==> src/hw/rtl/alignment_duplicate_filter_set_unit_defines.svh <==
// ----------------------------------------------------------------------------
// Assertion macros for the alignment duplicate filter
// Concurrent checks that compile away when SYNTHESIS is defined.
// ----------------------------------------------------------------------------
`ifndef ALIGNMENT_DUPLICATE_FILTER_SET_UNIT_DEFINES_SVH
`define ALIGNMENT_DUPLICATE_FILTER_SET_UNIT_DEFINES_SVH
`ifndef SYNTHESIS
// Same-cycle implication, disabled during reset.
`define ADFS_ASSERT_IMP(label, clk, rst, ante, cons) \
  label: assert property (@(posedge clk) disable iff (rst) (ante) |-> (cons)) \
    else $error("adfs assertion failed");
// Next-cycle implication, disabled during reset.
`define ADFS_ASSERT_NXT(label, clk, rst, ante, cons) \
  label: assert property (@(posedge clk) disable iff (rst) (ante) |=> (cons)) \
    else $error("adfs assertion failed");
`else
`define ADFS_ASSERT_IMP(label, clk, rst, ante, cons)
`define ADFS_ASSERT_NXT(label, clk, rst, ante, cons)
`endif
`endif

==> src/hw/rtl/adfs_pkg.sv <==
// ----------------------------------------------------------------------------
// Alignment duplicate filter package
// Shared types, codes and phase arithmetic.
// ----------------------------------------------------------------------------
package adfs_pkg;

  localparam int CAPACITY_DEF = 64;
  localparam int LONG_LIMIT   = 255;
  localparam int PHASE_W      = 34;
  localparam int SLOT_W       = 6;
  localparam int COUNT_OUT_W  = 7;
  localparam int IN_TDATA_W   = 152;
  localparam int IN_TUSER_W   = 2;
  localparam int OUT_TDATA_W  = 144;
  localparam int OUT_TUSER_W  = 3;

  typedef enum logic [1:0] {
    REQ_ADD   = 2'd0,
    REQ_CLEAR = 2'd1,
    REQ_READ  = 2'd2,
    REQ_NONE  = 2'd3
  } adfs_req_t;

  typedef enum logic [2:0] {
    STATUS_KEPT     = 3'd0,
    STATUS_ADDED    = 3'd1,
    STATUS_REPLACED = 3'd2,
    STATUS_FULL     = 3'd3,
    STATUS_READ_OK  = 3'd4,
    STATUS_READ_BAD = 3'd5,
    STATUS_CLEARED  = 3'd6
  } adfs_status_t;

  typedef enum logic [1:0] {
    S_IDLE,
    S_SCAN,
    S_READ,
    S_FINISH
  } adfs_state_t;

  // One stored alignment.
  typedef struct packed {
    logic        reverse;
    logic [15:0] query_end;
    logic [15:0] query_begin;
    logic [31:0] ref_end;
    logic [31:0] ref_begin;
    logic [15:0] ref_index;
    logic [15:0] tag;
  } adfs_entry_t;

  // The pending add request with its precomputed phases and span.
  typedef struct packed {
    adfs_entry_t               ent;
    logic signed [PHASE_W-1:0] phase_b;
    logic signed [PHASE_W-1:0] phase_e;
    logic [31:0]               span;
  } adfs_probe_t;

  // Registered result of comparing one stored entry with the request.
  typedef struct packed {
    logic hit;
    logic longer;
  } adfs_match_t;

  // Input tdata layout, lowest field last.
  typedef struct packed {
    logic        pad;
    logic [5:0]  slot_index;
    logic [15:0] aligned_length;
    logic        reverse_strand;
    logic [15:0] query_end;
    logic [15:0] query_begin;
    logic [31:0] ref_end;
    logic [31:0] ref_begin;
    logic [15:0] ref_index;
    logic [15:0] tag;
  } adfs_in_t;

  // Output tdata layout, lowest field last.
  typedef struct packed {
    logic [6:0]  pad;
    logic        out_reverse;
    logic [15:0] out_query_end;
    logic [15:0] out_query_begin;
    logic [31:0] out_ref_end;
    logic [31:0] out_ref_begin;
    logic [15:0] out_ref_index;
    logic [15:0] out_tag;
    logic        long_seen;
    logic [6:0]  entry_count;
  } adfs_out_t;

  // Exact phase value: base plus the reverse-strand offset, or base minus
  // the forward-strand offset.
  function automatic logic signed [PHASE_W-1:0] adfs_phase(
    input logic [31:0] base,
    input logic [15:0] q_fwd,
    input logic [15:0] q_rev,
    input logic        rev
  );
    logic signed [PHASE_W-1:0] a;
    logic signed [PHASE_W-1:0] f;
    logic signed [PHASE_W-1:0] r;
    a = signed'({2'b00, base});
    f = signed'({18'd0, q_fwd});
    r = signed'({18'd0, q_rev});
    return rev ? (a + r) : (a - f);
  endfunction

  // Reference span, modulo 2^32.
  function automatic logic [31:0] adfs_span(input logic [31:0] rb, input logic [31:0] re);
    return re - rb + 32'd1;
  endfunction

endpackage

==> src/hw/rtl/adfs_match.sv <==
// ----------------------------------------------------------------------------
// Entry comparator
// Decides whether one stored entry duplicates the pending request.
// ----------------------------------------------------------------------------
module adfs_match (
  input  logic                 clk,
  input  adfs_pkg::adfs_entry_t entry,
  input  adfs_pkg::adfs_probe_t probe,
  output adfs_pkg::adfs_match_t result
);
  import adfs_pkg::*;

  logic signed [PHASE_W-1:0] entry_pb;
  logic signed [PHASE_W-1:0] entry_pe;
  logic [31:0]               entry_span;
  logic                      ref_eq;
  logic                      same;
  logic                      overlap;
  logic                      hit;

  always_comb begin
    entry_pb   = adfs_phase(entry.ref_begin, entry.query_begin, entry.query_end,
                            entry.reverse);
    entry_pe   = adfs_phase(entry.ref_end, entry.query_end, entry.query_begin,
                            entry.reverse);
    entry_span = adfs_span(entry.ref_begin, entry.ref_end);
    ref_eq     = (entry.ref_index == probe.ent.ref_index);
    same       = (entry.ref_begin == probe.ent.ref_begin) &&
                 (entry.ref_end == probe.ent.ref_end) &&
                 (entry.query_begin == probe.ent.query_begin) &&
                 (entry.query_end == probe.ent.query_end);
    overlap    = !((probe.ent.ref_end < entry.ref_begin) ||
                   (entry.ref_end < probe.ent.ref_begin));
    hit        = ref_eq && (same || (overlap && (entry_pb == probe.phase_b) &&
                                     (entry_pe == probe.phase_e)));
  end

  always_ff @(posedge clk) begin
    result.hit    <= hit;
    result.longer <= (probe.span > entry_span);
  end

endmodule

==> config.mk <==
export PLATFORM = sky130hd
export DESIGN_NAME = adfs_match
export DESIGN_NICKNAME = d
export VERILOG_FILES = /design/src/hw/rtl/alignment_duplicate_filter_set_unit_defines.svh /design/src/hw/rtl/adfs_pkg.sv /design/src/hw/rtl/adfs_match.sv
export SDC_FILE = /design/constraint.sdc
export NUM_CORES = 1
export LEC_CHECK = 0
export BUFFER_PORTS_ARGS = -buffer_cell sky130_fd_sc_hd__buf_2
export CORE_MARGIN = 1
export CORE_UTILIZATION = 46
export DETAILED_ROUTE_END_ITERATION = 8
export HOLD_SLACK_MARGIN = 0.06
export PLACE_DENSITY = 0.71
export SKIP_LAST_GASP = 1
export SYNTH_ARGS = -nofsm -noshare
export SYNTH_HDL_FRONTEND = slang
export SYNTH_SLANG_ARGS = --single-unit
export TNS_END_PERCENT = 5
==> constraint.sdc <==
create_clock -name clk -period 6.7 [get_ports clk]
set_input_delay 0.335 -clock clk [delete_from_list [all_inputs] [get_ports clk]]
set_output_delay 0.335 -clock clk [all_outputs]
set_load 0.05 [all_outputs]
==> flow_summary.yaml <==
status:
  status: "completed"
synthesis:
  synth_seq_cells: 2
  synth_area_leaders: "ha_1 (24%), xnor2_1 (14%), xor2_1 (4.7%)"
  yosysWarnings: 0
  synth_most_common_cell: "ha_1"
  synth-xor-area-share_pct: 18.4
  ys.flop_type: "dfxtp_1"
  synth_top_family_by_area: "compound AO/OA/AOI/OAI gates"
  netlist_instances: 1625
  synth.top_cell.area_share_pct: 23.6
  muxShareOfSynthArea_pct: 1.47
  synth_simple_gate_area_share_pct: 23.0
  avgSynthCellArea_um2: 7.17
  ys_seq_area_share_pct: 0.344
  netlist_area_um2: 11600
  synth-edff-count: 0
  synth_compound_area_share_pct: 26.2
  ys_top_cells_by_count: "ha_1 (220), xnor2_1 (182), inv_1 (140), a21oi_1 (94), nor2_1 (87)"
  synth_fa_ha_area_share_pct: 24.5
  async_flop_share_pct: 0
  synth_cell_types: 76
  synth_nets: 2209
  yosysTopAreaCell: "ha_1"
timing:
  rsz0062_at_grt: "false"
  setup_tns_ns: 0
  timing.final.crit_period_ns: 5.24
  timing.final.hold_violations: 0
  worst_pin_slew_ns: 1.13
  period_share_pct: 78.2
  maxSlewViolCount: 0
  fmax_mhz: 191
  finalWorstSetupSlack_ns: 1.46
  max-slew-margin-rel_pct: 24.0
  finalSetupViolations: 0
routing:
  first_pass_iters: 5
  drtIter0Drc: 1511
  drt-total-wl_mm: 53.1
  antenna_left: 0
  drc: 0
  vias: 14200
  viasPerCell: 6.32
  route.detailed.wl_per_inst_um: 23.6
pwr:
  p_total_mw: 1.45
  p_seq_share_pct: 1.1
  p_sw_share_pct: 56.0
  p_leak_nw: 6.49
  powerDensity_nw_per_um2: 107
  switchingPower_uw: 813
  power.internal_uw: 639
  power_frac_clock_pct: 6.3
  combPwrFrac_pct: 92.6
  vdd_ir_drop_max_uv: 143
setup_path:
  cp.arrival_ns: 5.34
  cp.required_ns: 6.81
  end_kind: "register"
  path_class: "input pin to register"
  worst-path-max-fanout: 5
  crit_path_start_kind: "input pin"
layout:
  nFillCells: 2503
  fin_cells: 2246
  largest_reg_flops: 2
  area_growth_pct: 17.0
  drive_above_1_share_pct: 18.6
  fin_nets: 2499
  seqCellArea_um2: 40.0
  reg_top3: "result x2"
  multiInputGateArea_um2: 10900
  regMostFlops: "result"
run:
  drv_cap: 0
cts:
  ctsHoldBuffers: 0
  root_buffer: "clkbuf_16"
  postCtsSetupBuffers: 0
  cts_tree: "built"
  clock_sinks: 2
  path_clk_slew_ns: 0.03
  post_cts_resized: 0
  cts_max_level: 1
  cts_buffer_depth: 2
  cts_buffers: 3
placed_design:
  post-place-ws_ns: 1.34
  port_buffers: 327
  dpl.cell_count: 2234
  gp_congestion: 1.04
  hpwl_mm: 46.0
global_routing:
  grt_pass1_vias: 13400
  globalRouteTotalUtil_pct: 39.5
  antenna_found_initial: 11
  grt_max_degree: 33
  grt_overflow: 0
  grt_pass1_wl_mm: 77.5
worst_hold_path:
  hold_path_class: "input pin to register"
floorplan:
  io_pins: 361
  die_area_um2: 26000
  core-area_um2: 24600
  die_y_um: 161
  start_util_pct: 47.3
  die_w_um: 161
  rows: 57
## cell families (layout without fill, tap and decap cells)
group,count (synthesis),in the layout
AO/OA/AOI/OAI,452,452
other,0,9
adder cells (fa/ha/maj),225,225
multiplexers,17,17
buffers and inverters,185,473
XOR/XNOR,245,245
AND/OR/NAND/NOR,499,499
flip-flops,2,2
## worst paths after layout
kind              slack (ns)         to      start  cells past startpoint
setup / recovery        1.46  result[0]  entry[65]                     26
hold / removal          0.61  result[0]  probe[23]                      6
## placed cells by master (no fill, tap or decap), drive strengths merged, types with 25 or more instances in the layout
master,count
nor2,87
o21ai,86
xor2,63
nand2,83
a21o,39
xnor2,182
nor4,33
nor3,49
a21oi,94
o21a,28
buf,330
a31oi,25
ha,220
nand4,68
nand3,35
nand2b,30
inv,140
## worst max-delay path, cell delays in order
cell and delay, ns:
buf_2 0.16, inv_1 0.15, ha_1 0.30, inv_1 0.04
ha_1 0.21, fa_1 0.41, a21o_1 0.18, a21oi_1 0.28
o21ai_0 0.13, a31oi_1 0.54, o2111a_1 0.30, nor2_1 0.08
a221oi_1 0.41, nand2b_1 0.11, a21oi_1 0.19, xor2_1 0.17
ha_1 0.26, nor2b_1 0.13, o21ai_0 0.14, nand2b_1 0.07
a21oi_1 0.15, nor2b_1 0.06, o21ai_0 0.14, nand2b_1 0.12
a211oi_1 0.20, nor2_1 0.07
## power groups by stage
stage          Combinational (mW)  Clock [mW]  Sequential, mW
2_1_floorplan               0.852           0          0.0251
3_3_place_gp                 1.29           0          0.0152
3_5_place_dp                 1.30           0          0.0153
4_1_cts                      1.31      0.0913          0.0156
5_1_grt                      1.46      0.0944          0.0159
6_report                     1.34      0.0915          0.0156
## through the flow
stage,utilization [%],area [µm²],hold slack (ns)
2_1_floorplan,-,11600,0.615
6_report,55.4,13600,0.612
3_3_place_gp,55.0,13500,0.803
5_1_grt,55.4,13600,0.696
3_5_place_dp,55.0,13500,0.807
4_1_cts,55.3,13600,0.623
## per-layer routing
metal	part of all wire, %	track usage [%]
met1	41	49.9
met2	45	65.4
met3	8.8	4.67
met4	5.8	20.8
met5	0.043	0
## layout make-up
class / instances / share of cell area, %
multi-input combinational: 1438 / 80.0
timing repair buffer: 330 / 12.2
inverter: 140 / 3.86
tap: 324 / 2.97
clock buffer: 3 / 0.551
sequential: 2 / 0.294
antenna: 9 / 0.165
Note: power is estimated with default switching activity, not from simulation.
